## config.mk

```make
export PLATFORM = sky130hd
export DESIGN_NAME = bank_switch_mapper_scanline_irq_unit
export DESIGN_NICKNAME = d
export VERILOG_FILES = /design/src/rtl/bsm_pkg.sv /design/src/rtl/bank_switch_mapper_scanline_irq_unit.sv
export SDC_FILE = /design/constraint.sdc
export NUM_CORES = 1
export LEC_CHECK = 0
export BUFFER_PORTS_ARGS = -buffer_cell sky130_fd_sc_hd__buf_2
export CORE_MARGIN = 10
export CORE_UTILIZATION = 40
export CTS_BUF_LIST = sky130_fd_sc_hd__clkbuf_8
export CTS_CLUSTER_DIAMETER = 200
export DETAILED_ROUTE_END_ITERATION = 12
export GPL_TIMING_DRIVEN = 0
export PLACE_DENSITY_LB_ADDON = 0.25
export SKIP_LAST_GASP = 1
export SLEW_MARGIN = 20
export SYNTH_ARGS = -nofsm -noshare
export SYNTH_HDL_FRONTEND = slang
export SYNTH_SLANG_ARGS = --single-unit
```

## constraint.sdc

```tcl
create_clock -name clk_i -period 8.5 [get_ports clk_i]
set_input_delay 0.425 -clock clk_i [delete_from_list [all_inputs] [get_ports clk_i]]
set_output_delay 0.425 -clock clk_i [all_outputs]
set_load 0.03 [all_outputs]
```

## src/rtl/bsm_pkg.sv

```systemverilog
// ----------------------------------------------------------------------------
// bsm_pkg
// Event kinds, memory targets and configuration indexes of the mapper.
// ----------------------------------------------------------------------------
package bsm_pkg;

  localparam int unsigned AddrW   = 16;
  localparam int unsigned DataW   = 8;
  localparam int unsigned OffsetW = 19;
  localparam int unsigned CfgIdxW = 1;
  localparam int unsigned CfgW    = 7;

  typedef enum logic [1:0] {
    KIND_CPU_WRITE = 2'd0,
    KIND_CPU_MAP   = 2'd1,
    KIND_PPU_MAP   = 2'd2,
    KIND_A12_EDGE  = 2'd3
  } kind_e;

  typedef enum logic [2:0] {
    TGT_NONE      = 3'd0,
    TGT_CPU_RAM   = 3'd1,
    TGT_PRG_RAM   = 3'd2,
    TGT_PRG_ROM   = 3'd3,
    TGT_CHR       = 3'd4,
    TGT_NAMETABLE = 3'd5
  } target_e;

  localparam logic [CfgIdxW-1:0] CFG_PRG_BANK_COUNT = 1'd0;
  localparam logic [CfgIdxW-1:0] CFG_HAS_PRG_RAM    = 1'd1;

  localparam logic [CfgW-1:0] PRG_BANK_COUNT_RST = 7'd64;

  // bank select codes for the two PRG bank registers
  localparam logic [2:0] SEL_PRG_FIRST  = 3'd6;
  localparam logic [2:0] SEL_PRG_SECOND = 3'd7;

endpackage

```

## src/rtl/bank_switch_mapper_scanline_irq_unit.sv

```systemverilog
// ----------------------------------------------------------------------------
// bank_switch_mapper_scanline_irq_unit
// Cartridge bank mapper: register writes, CPU/PPU address translation and
// a scanline counter stepped by KIND_A12_EDGE requests.
// Result registered: valid in the cycle after the request is accepted.
// Throughput: 1 request per cycle unless out_ready_i stalls; all decode sits between
//   the request port and the result register, state updates at the accepting edge.
// Reset: async active low; all mapper state, config and valid cleared to
//   reset values, no clearing pass.
// ----------------------------------------------------------------------------
module bank_switch_mapper_scanline_irq_unit
  import bsm_pkg::*;
#(
  parameter int unsigned PRG_BANK_BITS = 6
) (
  input  logic                 clk_i,
  input  logic                 rst_ni,
  // configuration writes
  input  logic                 cfg_valid_i,
  output logic                 cfg_ready_o,
  input  logic [CfgIdxW-1:0]   cfg_index_i,
  input  logic [CfgW-1:0]      cfg_data_i,
  // request channel
  input  logic                 in_valid_i,
  output logic                 in_ready_o,
  input  logic [1:0]           kind_i,
  input  logic [AddrW-1:0]     address_i,
  input  logic [DataW-1:0]     data_i,
  // result channel
  output logic                 out_valid_o,
  input  logic                 out_ready_i,
  output logic [2:0]           target_o,
  output logic [OffsetW-1:0]   offset_o,
  output logic                 irq_pending_o
);

  localparam int unsigned PB = PRG_BANK_BITS;
  // number of banks that fit the bank register width
  localparam logic [CfgW-1:0] BankTop = CfgW'(1 << PRG_BANK_BITS);

  // --------------------------------------------------------------------------
  // Configuration registers; the port never stalls.
  // --------------------------------------------------------------------------
  logic [CfgW-1:0] prg_bank_count_q;
  logic            has_prg_ram_q;

  assign cfg_ready_o = 1'b1;

  always_ff @(posedge clk_i or negedge rst_ni) begin
    if (!rst_ni) begin
      prg_bank_count_q <= PRG_BANK_COUNT_RST;
      has_prg_ram_q    <= 1'b1;
    end else if (cfg_valid_i) begin
      unique case (cfg_index_i)
        CFG_PRG_BANK_COUNT: prg_bank_count_q <= cfg_data_i;
        CFG_HAS_PRG_RAM:    has_prg_ram_q    <= cfg_data_i[0];
        default: ;
      endcase
    end
  end

  // --------------------------------------------------------------------------
  // Handshake: a plain output register; a new request goes in whenever the
  // held result leaves in the same cycle or nothing is held.
  // --------------------------------------------------------------------------
  logic  out_valid_q;
  logic  accept;
  kind_e kind;

  assign in_ready_o = !out_valid_q || out_ready_i;
  assign accept     = in_valid_i && in_ready_o;
  assign kind       = kind_e'(kind_i);

  // --------------------------------------------------------------------------
  // Mapper state
  // --------------------------------------------------------------------------
  logic [2:0]    bank_sel_q,   bank_sel_d;
  logic          prg_swap_q,   prg_swap_d;
  logic          chr_inv_q,    chr_inv_d;
  logic [7:0]    chr_bank_q [6];
  logic [7:0]    chr_bank_d [6];
  logic [PB-1:0] prg_first_q,  prg_first_d;
  logic [PB-1:0] prg_second_q, prg_second_d;
  logic          mirror_h_q,   mirror_h_d;
  logic [7:0]    irq_latch_q,  irq_latch_d;
  logic [7:0]    irq_count_q,  irq_count_d;
  logic          ctr_reload_q, ctr_reload_d;
  logic          irq_dis_q,    irq_dis_d;
  logic          irq_flag_q,   irq_flag_d;

  logic addr_even;
  assign addr_even = !address_i[0];

  // Register writes and scanline counter. Writes below 0x8000 fall through.
  always_comb begin
    bank_sel_d   = bank_sel_q;
    prg_swap_d   = prg_swap_q;
    chr_inv_d    = chr_inv_q;
    chr_bank_d   = chr_bank_q;
    prg_first_d  = prg_first_q;
    prg_second_d = prg_second_q;
    mirror_h_d   = mirror_h_q;
    irq_latch_d  = irq_latch_q;
    irq_count_d  = irq_count_q;
    ctr_reload_d = ctr_reload_q;
    irq_dis_d    = irq_dis_q;
    irq_flag_d   = irq_flag_q;
    if (kind == KIND_CPU_WRITE && address_i[15]) begin
      // address bits 14:13 pick the 8KB register window
      unique case (address_i[14:13])
        2'b00: begin
          if (addr_even) begin
            bank_sel_d = data_i[2:0];
            prg_swap_d = data_i[6];
            chr_inv_d  = data_i[7];
          end else begin
            priority case (bank_sel_q)
              3'd0, 3'd1: chr_bank_d[bank_sel_q] = {data_i[7:1], 1'b0};  // 2KB banks
              SEL_PRG_FIRST:  prg_first_d  = data_i[PB-1:0];
              SEL_PRG_SECOND: prg_second_d = data_i[PB-1:0];
              default:        chr_bank_d[bank_sel_q] = data_i;
            endcase
          end
        end
        2'b01: begin
          // odd address is RAM protect, left to the memory side
          if (addr_even) mirror_h_d = data_i[0];
        end
        2'b10: begin
          if (addr_even) begin
            irq_latch_d = data_i;
          end else begin
            irq_count_d  = '0;
            ctr_reload_d = 1'b1;
          end
        end
        default: begin
          irq_dis_d = addr_even;
          if (addr_even) irq_flag_d = 1'b0;
        end
      endcase
    end else if (kind == KIND_A12_EDGE) begin
      if (irq_count_q == '0 || ctr_reload_q) begin
        irq_count_d  = irq_latch_q;
        ctr_reload_d = 1'b0;
      end else begin
        irq_count_d = irq_count_q - 8'd1;
      end
      if (irq_count_d == '0 && !irq_dis_q) irq_flag_d = 1'b1;
    end
  end

  always_ff @(posedge clk_i or negedge rst_ni) begin
    if (!rst_ni) begin
      bank_sel_q   <= '0;
      prg_swap_q   <= 1'b0;
      chr_inv_q    <= 1'b0;
      chr_bank_q   <= '{default: '0};
      prg_first_q  <= '0;
      prg_second_q <= '0;
      mirror_h_q   <= 1'b1;
      irq_latch_q  <= '0;
      irq_count_q  <= '0;
      ctr_reload_q <= 1'b0;
      irq_dis_q    <= 1'b0;
      irq_flag_q   <= 1'b0;
    end else if (accept) begin
      bank_sel_q   <= bank_sel_d;
      prg_swap_q   <= prg_swap_d;
      chr_inv_q    <= chr_inv_d;
      chr_bank_q   <= chr_bank_d;
      prg_first_q  <= prg_first_d;
      prg_second_q <= prg_second_d;
      mirror_h_q   <= mirror_h_d;
      irq_latch_q  <= irq_latch_d;
      irq_count_q  <= irq_count_d;
      ctr_reload_q <= ctr_reload_d;
      irq_dis_q    <= irq_dis_d;
      irq_flag_q   <= irq_flag_d;
    end
  end

  // --------------------------------------------------------------------------
  // CPU translation. Bank count is clamped to 2..2^PB before placing the
  // fixed last two banks.
  // --------------------------------------------------------------------------
  logic [CfgW-1:0] bank_count;
  logic [PB-1:0]   bank_last, bank_second_last, prg_bank;
  target_e         cpu_tgt;
  logic [OffsetW-1:0] cpu_off;

  always_comb begin
    if (prg_bank_count_q < CfgW'(2))      bank_count = CfgW'(2);
    else if (prg_bank_count_q > BankTop) bank_count = BankTop;
    else                                 bank_count = prg_bank_count_q;
    bank_last        = PB'(bank_count - CfgW'(1));
    bank_second_last = PB'(bank_count - CfgW'(2));
  end

  always_comb begin
    unique case (address_i[14:13])
      2'b11:   prg_bank = bank_last;
      2'b10:   prg_bank = prg_swap_q ? prg_first_q : bank_second_last;
      2'b01:   prg_bank = prg_second_q;
      default: prg_bank = prg_swap_q ? bank_second_last : prg_first_q;
    endcase
  end

  always_comb begin
    cpu_tgt = TGT_NONE;
    cpu_off = '0;
    if (address_i[15]) begin
      cpu_tgt = TGT_PRG_ROM;
      cpu_off = OffsetW'({prg_bank, address_i[12:0]});
    end else if (address_i[15:13] == 3'b000) begin
      cpu_tgt = TGT_CPU_RAM;  // 2KB mirrored
      cpu_off = OffsetW'(address_i[10:0]);
    end else if (address_i[15:13] == 3'b011 && has_prg_ram_q) begin
      cpu_tgt = TGT_PRG_RAM;
      cpu_off = OffsetW'(address_i[12:0]);
    end
  end

  // --------------------------------------------------------------------------
  // PPU translation: CHR windows (inversion swaps the two 4KB halves),
  // nametables with 0x3000 folding onto 0x2000, palette and up give none.
  // --------------------------------------------------------------------------
  logic [12:0]        chr_addr;
  logic [2:0]         chr_idx;
  logic [7:0]         chr_bank;
  logic [11:0]        nt_addr;
  target_e            ppu_tgt;
  logic [OffsetW-1:0] ppu_off;

  assign chr_addr = {address_i[12] ^ chr_inv_q, address_i[11:0]};
  assign chr_idx  = chr_addr[12] ? (3'd2 + {1'b0, chr_addr[11:10]}) : {2'b00, chr_addr[11]};
  assign chr_bank = chr_bank_q[chr_idx];
  assign nt_addr  = address_i[11:0];

  always_comb begin
    ppu_tgt = TGT_NONE;
    ppu_off = '0;
    if (address_i[15:8] >= 8'h3F) begin
      ppu_tgt = TGT_NONE;
    end else if (!address_i[13]) begin
      ppu_tgt = TGT_CHR;
      if (chr_addr[12]) begin
        ppu_off = OffsetW'({chr_bank, chr_addr[9:0]});
      end else begin
        ppu_off = OffsetW'({chr_bank, 10'd0}) + OffsetW'(chr_addr[10:0]);
      end
    end else begin
      ppu_tgt = TGT_NAMETABLE;
      if (mirror_h_q) ppu_off = OffsetW'({nt_addr[11], nt_addr[9:0]});
      else            ppu_off = OffsetW'(nt_addr[10:0]);
    end
  end

  // --------------------------------------------------------------------------
  // Result register
  // --------------------------------------------------------------------------
  target_e            res_tgt;
  logic [OffsetW-1:0] res_off;
  target_e            tgt_q;
  logic [OffsetW-1:0] off_q;
  logic               irq_out_q;

  always_comb begin
    unique case (kind)
      KIND_CPU_MAP: begin
        res_tgt = cpu_tgt;
        res_off = cpu_off;
      end
      KIND_PPU_MAP: begin
        res_tgt = ppu_tgt;
        res_off = ppu_off;
      end
      default: begin
        res_tgt = TGT_NONE;
        res_off = '0;
      end
    endcase
  end

  always_ff @(posedge clk_i or negedge rst_ni) begin
    if (!rst_ni) begin
      out_valid_q <= 1'b0;
    end else if (in_ready_o) begin
      out_valid_q <= in_valid_i;
    end
  end

  always_ff @(posedge clk_i) begin
    if (accept) begin
      tgt_q     <= res_tgt;
      off_q     <= res_off;
      irq_out_q <= irq_flag_d;  // level after this event
    end
  end

  assign out_valid_o   = out_valid_q;
  assign target_o      = tgt_q;
  assign offset_o      = off_q;
  assign irq_pending_o = irq_out_q;

endmodule

```

# --- Word level (Yosys, flattened, before mapping) ---
# Cells that the tools add are included.
totals:
  romBits: 0
  inputBits: 39
  latch_bits: 0
  memories: 0
  ramBits: 0
  output_inout_bits: 26
  register_bits: 117
classes:
  mux: 45
  bitwise: 7
  n_addsub: 5
  magnitude_cmp: 6
  shifts: 0
  n_eq_ne: 12
  n_reduce_logical: 32
  n_div: 0
  mul: 0
op_table:
  columns: ["op", "n"]
  rows:
  - ["$bwmux W48", 2]
  - ["$pmux W48 S2", 1]
  - ["$mux W8", 10]
  - ["$mux W19", 4]
  - ["$pmux W19 S2", 1]
  - ["$mux W13", 2]
  - ["$bmux W8 S3", 1]
  - ["$demux W8 S3", 1]
  - ["$mux W6", 4]
  - ["$reduce_and A5 Y1", 4]
  - ["$add A18 B11 Y19", 1]
  - ["$pmux W6 S3", 1]
  - ["$logic_not A8 Y1", 2]
  - ["$reduce_and A4 Y1", 4]
  - ["$mux W1", 11]
  - ["$mux W11", 1]
  - ["$eq A2 B2 Y1 const B", 4]
  - ["$ge A4 B4 Y1 const B", 2]
  - ["$ge A8 B6 Y1 const B", 1]
  - ["$not A3 Y4", 2]
  - ["$sub A8 B1 Y8 const B", 1]
  - ["$gt A7 B7 Y1 const B", 1]
  - ["$lt A7 B2 Y1 const B", 1]
  - ["$eq A3 B3 Y1 const B", 2]
  - ["other kinds (24)", 43]

# --- Depth between registers and ports, before layout ---
logic_depth:
  word_depth: 11
  mapped_depth: 11

# --- Worst setup path before layout ---
# No wires, ideal clock.
synth_timing:
  path_kind: "reg-to-reg"
  startpoint: "register prg_bank_count_q[2]"
  endpoint: "register off_q[18] (netlist: offset_o[18]), data pin"
  t_required_ns: 8.347
  slack_ns: 5.712
  synth_period_minus_slack_ns: 2.788
  path_stages_with_launch: 11
  arrival_time_ns: 2.636
  setup_time_ns: 0.153
  path_cell_list: "dfrtp_1 -> or4_1 -> a21o_1 -> ha_1 -> clkbuf_1 -> nand2_1 -> mux2_2 -> o22ai_1 -> o211a_1 -> or4_1 -> o22ai_1"
synth_via:
  elab_chain_cells: 8
synth_rtl:
  columns: ["item", "line", "source"]
  rows:
  - ["from (decl)", "bank_switch_mapper_scanline_irq_unit.sv:44", "logic [CfgW-1:0] prg_bank_count_q;"]
  - ["from (signal assigned)", "bank_switch_mapper_scanline_irq_unit.sv:55", "CFG_PRG_BANK_COUNT: prg_bank_count_q <= cfg_data_i;"]
  - ["$gt A7 B7 Y1", "bank_switch_mapper_scanline_irq_unit.sv:194", "else if (prg_bank_count_q > BankTop) bank_count = BankTop;"]
  - ["$mux W6", "bank_switch_mapper_scanline_irq_unit.sv:194", null]
  - ["$mux W6 *", "bank_switch_mapper_scanline_irq_unit.sv:193", "if (prg_bank_count_q < CfgW'(2)) bank_count = CfgW'(2);"]
  - ["$sub A6 B2 Y6", "bank_switch_mapper_scanline_irq_unit.sv:197", "bank_second_last = PB'(bank_count - CfgW'(2));"]
  - ["$mux W6, on equally long branches", "bank_switch_mapper_scanline_irq_unit.sv:205, bank_switch_mapper_scanline_irq_unit.sv:203", null]
  - ["$pmux W6 S3 *", "bank_switch_mapper_scanline_irq_unit.sv:201", "unique case (address_i[14:13])"]
  - ["$mux W19 *", "bank_switch_mapper_scanline_irq_unit.sv:212", "if (address_i[15]) begin"]
  - ["$pmux W19 S2 *", "bank_switch_mapper_scanline_irq_unit.sv:269", "unique case (kind)"]
  - ["to (signal assigned)", "bank_switch_mapper_scanline_irq_unit.sv:296", "off_q <= res_off;"]
  - ["to (decl)", "bank_switch_mapper_scanline_irq_unit.sv:265", "logic [OffsetW-1:0] off_q;"]
# Every way passes the cells marked *; elsewhere a longest branch is shown, timed or not.
# A chain may end at the register's enable or synchronous reset.

# --- Worst setup path after layout ---
layout_timing:
  startpoint: "register prg_bank_count_q[3]"
  endpoint: "register off_q[18] (netlist: offset_o[18]), data pin"
# Same word-level chain as after synthesis.

==> impl_metrics.py <==
metrics = {
    "run_status": {
        "status": "finished clean",
    },
    "timing": {
        "skew_ns": 0.01615,
        "maxSlewHeadroom_pct": 34.46,
        "setup_viol": 0,
        "finalSetupTns_ns": 0,
        "worst_pin_slew_ns": 0.9820,
        "fmax_mhz": 317.6,
        "finalHoldViolCount": 0,
        "drv_slew": 0,
        "final.min_clock_period_ns": 3.148,
        "rsz0062_at_grt": "no",
        "period_share_pct": 37.04,
    },
    "pwr": {
        "pwr-share-seq_pct": 45.2,
        "p_comb_share_pct": 23.7,
        "leakagePower_uw": 0.003221,
        "ir_drop_mv": 0.1015,
        "switching_share_pct": 33.56,
        "intPower_uw": 975.7,
        "p_per_area_mw_per_mm2": 208.5,
        "total_power_uw": 1469,
        "switching_power_uw": 492.9,
        "pwr-share-clk_pct": 31.2,
    },
    "clock_network": {
        "cts_buffers": 17,
        "root_buffer": "clkbuf_8",
        "clk_path_buf_depth": 2,
        "cts_hold_buf": 1,
        "htree_levels": 4,
        "cts.sinks": 117,
        "cts-resized-gates": 0,
        "path_clk_slew_ns": 0.07,
        "post_cts_buffers": 0,
        "cts_tree": "done",
        "clock_latency_ns": 0.46,
    },
    "worst_setup_path": {
        "critPathMaxStageDelay_ns": 0.60,
        "endpoint": "offset_o[18]$_SDFFCE_PN0P_",
        "arrival_ns": 3.44,
        "worstSetupPathType": "flip-flop to flip-flop",
        "crit_fanout": 10,
        "cp_cell_sequence": "or4_1 > a21o_1 > ha_1 > clkbuf_1 > nand2_1 > mux2_2 > o22ai_1 > o211a_1 > or4_1 > o22ai_1",
        "end_kind": "flip-flop",
        "critical_path.startpoint": "prg_bank_count_q[3]$_DFFE_PN0P_",
        "ff2ff_setup_slack_ns": 5.35,
        "worstSetupStartpointType": "flip-flop",
        "rr_endpoint": "offset_o[18]$_SDFFCE_PN0P_",
        "r2r_start": "prg_bank_count_q[3]$_DFFE_PN0P_",
        "r2r_cells": 10,
        "crit_slowest_cell": "or4_1",
        "required_ns": 8.79,
    },
    "layout": {
        "n_antenna_cell": 0,
        "final-seq-area_sq_mm": 0.003047,
        "final_cell_area_sq_mm": 0.007046,
        "drive_gt1_share_pct": 34.21,
        "fillers": 1397,
        "nNetsFinal": 648,
        "final_cell_count_no_fill": 799,
        "multiInputGateArea_sq_mm": 0.002908,
        "syn_to_final_growth_pct": 14.82,
    },
    "global_routing": {
        "grt_max_degree": 51,
        "grt_pass1_wl_um": 24270,
        "grt_usage_pct": 15.05,
        "antenna_found_initial": 0,
        "grt_overflow": 0,
        "grt_pass1_vias": 4614,
    },
    "synth": {
        "avgSynthCellArea_sq_um": 11.82,
        "synth_area_leaders": "dfrtp_1 37%, mux2_2 16%, edfxtp_1 11%",
        "synth_seq_cells": 117,
        "synthArstFlopShare_pct": 80.34,
        "ys_top_cells_by_count": "91 x dfrtp_1, 89 x mux2_2, 32 x nand2_1",
        "synth_cells": 519,
        "mappedNetlistArea_sq_mm": 0.006136,
        "yosysTopAreaCell": "dfrtp_1",
        "synth_top_area_share_pct": 37.11,
        "seq_area_frac_synth_pct": 49.65,
        "yosys_warnings": 0,
        "syn-num-nets": 569,
        "ys_types": 67,
        "synth_edf_count": 23,
        "ys.flop_type": "dfrtp_1",
        "yosysMostFrequentCell": "dfrtp_1",
    },
    "route": {
        "drc": 0,
        "vias": 4357,
        "drt-initial-drc-count": 341,
        "wl_per_cell_um": 18.65,
        "drt-total-wl_um": 14910,
        "drt_first_pass_iters": 4,
        "ant_nets": 0,
        "routed_via_density": 5.453,
    },
    "min_path": {
        "hp-start": "in_valid_i",
        "hold_path_depth": 2,
        "hp-class": "input port to flip-flop",
    },
    "die": {
        "die_h_um": 143.9,
        "dieWidth_um": 143.9,
        "pin_count": 65,
        "die-area_sq_mm": 0.02069,
        "rows": 45,
        "start_util_pct": 40.66,
        "core_area_sq_mm": 0.01509,
    },
    "placed_design": {
        "place_congestion": 0.8666,
        "placed_cell_area_sq_mm": 0.006688,
        "dpl.hpwl_um": 10930,
        "placed_cells": 766,
        "port_buffers": 58,
    },
    "run": {
        "maxCapViolations": 0,
    },
}
## critical path, delay by kind of cell (launching register included)
family | cells | cell delay (ns)
AO/OA/AOI/OAI | 4 | 0.73
buffers and inverters | 1 | 0.21
AND/OR/NAND/NOR | 3 | 1.23
flip-flops | 1 | 0.47
adder cells (fa/ha/maj) | 1 | 0.21
multiplexers | 1 | 0.14
## metal layers
metal	wire length, um	global-route usage (%)	vias to the layer above	part of all wire (%)
li1	-	-	2050	-
met1	6600	18.53	2185	44
met2	7212	24.15	102	48
met3	870	4.884	20	5.8
met4	221	5.373	0	1.5
met5	0	0	-	0
## cells by family (layout without fill, tap and decap cells)
family          after synthesis  in the layout  synth area share, %
xor+xnor                     11             11                1.693
flops                       117            117                49.65
simple gates                142            142                13.05
fa+ha+maj                    11             11                2.243
other cells                   1              1              0.06112
compound gates               85             85                8.952
mux                         110            110                21.39
buf+inv                      42            134                2.957
## stage by stage
stage                     setup slack, ns  hold slack, ns  utilization [%]
after floorplan                     5.712          0.1294                -
after global placement              5.387          0.4709            44.15
after detailed placement            5.392          0.3958            44.32
after CTS                           5.373          0.1562            46.69
after global routing                5.176          0.1633            46.69
final                               5.352          0.1811            46.69
## how the worst min path moves through the flow
stage                                           end  slack, ns
floorplan                 bank_sel_q[0]$_DFFE_PN0P_       0.13
global route                out_valid_o$_DFFE_PN0N_       0.16
CTS                         out_valid_o$_DFFE_PN0N_       0.16
finish                      out_valid_o$_DFFE_PN0N_       0.18
detailed placement  prg_bank_count_q[5]$_DFFE_PN0P_       0.40
global placement         chr_bank_q[32]$_DFFE_PN0P_       0.47
## sequential cells by signal (all words and copies together) (netlist names), 3 cells and up
name,flops
offset_o,19
prg_bank_count_q,7
bank_sel_q,3
chr_bank_q,48
prg_first_q,6
target_o,3
irq_latch_q,8
prg_second_q,6
irq_count_q,8
## power by group through the flow
stage               Clock [uW]  Sequential [uW]  Combinational (uW)
floorplan                    0              675                 243
global placement             0              671                 332
detailed placement           0              672                 346
CTS                        468              662                 348
global route               493              671                 391
finish                     458              664                 348
## placed cells by master (no fill, tap or decap), types with 6 or more instances in the layout
| master | instances |
|---|---|
| dfrtp_1 | 91 |
| mux2_2 | 89 |
| buf_2 | 61 |
| nand2_1 | 32 |
| o21ai_0 | 31 |
| nor2_1 | 28 |
| edfxtp_1 | 23 |
| inv_1 | 18 |
| clkbuf_8 | 18 |
| clkbuf_1 | 15 |
| and2_1 | 14 |
| mux2i_1 | 13 |
| nor2b_1 | 13 |
| a21oi_1 | 12 |
| ha_1 | 11 |
| nand3_1 | 9 |
| mux4_2 | 8 |
| xor2_1 | 6 |
| o22ai_1 | 6 |
## cell type report
| class | instances | share of cell area, % |
|---|---|---|
| clock inverters | 14 | 1.421 |
| clock buffers | 18 | 3.516 |
| repair buffers | 60 | 4.635 |
| flip-flops and latches | 117 | 43.24 |
| multi-input cells | 360 | 41.27 |
| inverters | 18 | 0.9590 |
| well taps | 188 | 3.339 |
| plain buffers | 24 | 1.616 |
No activity file was read; power rests on OpenSTA's default activity.
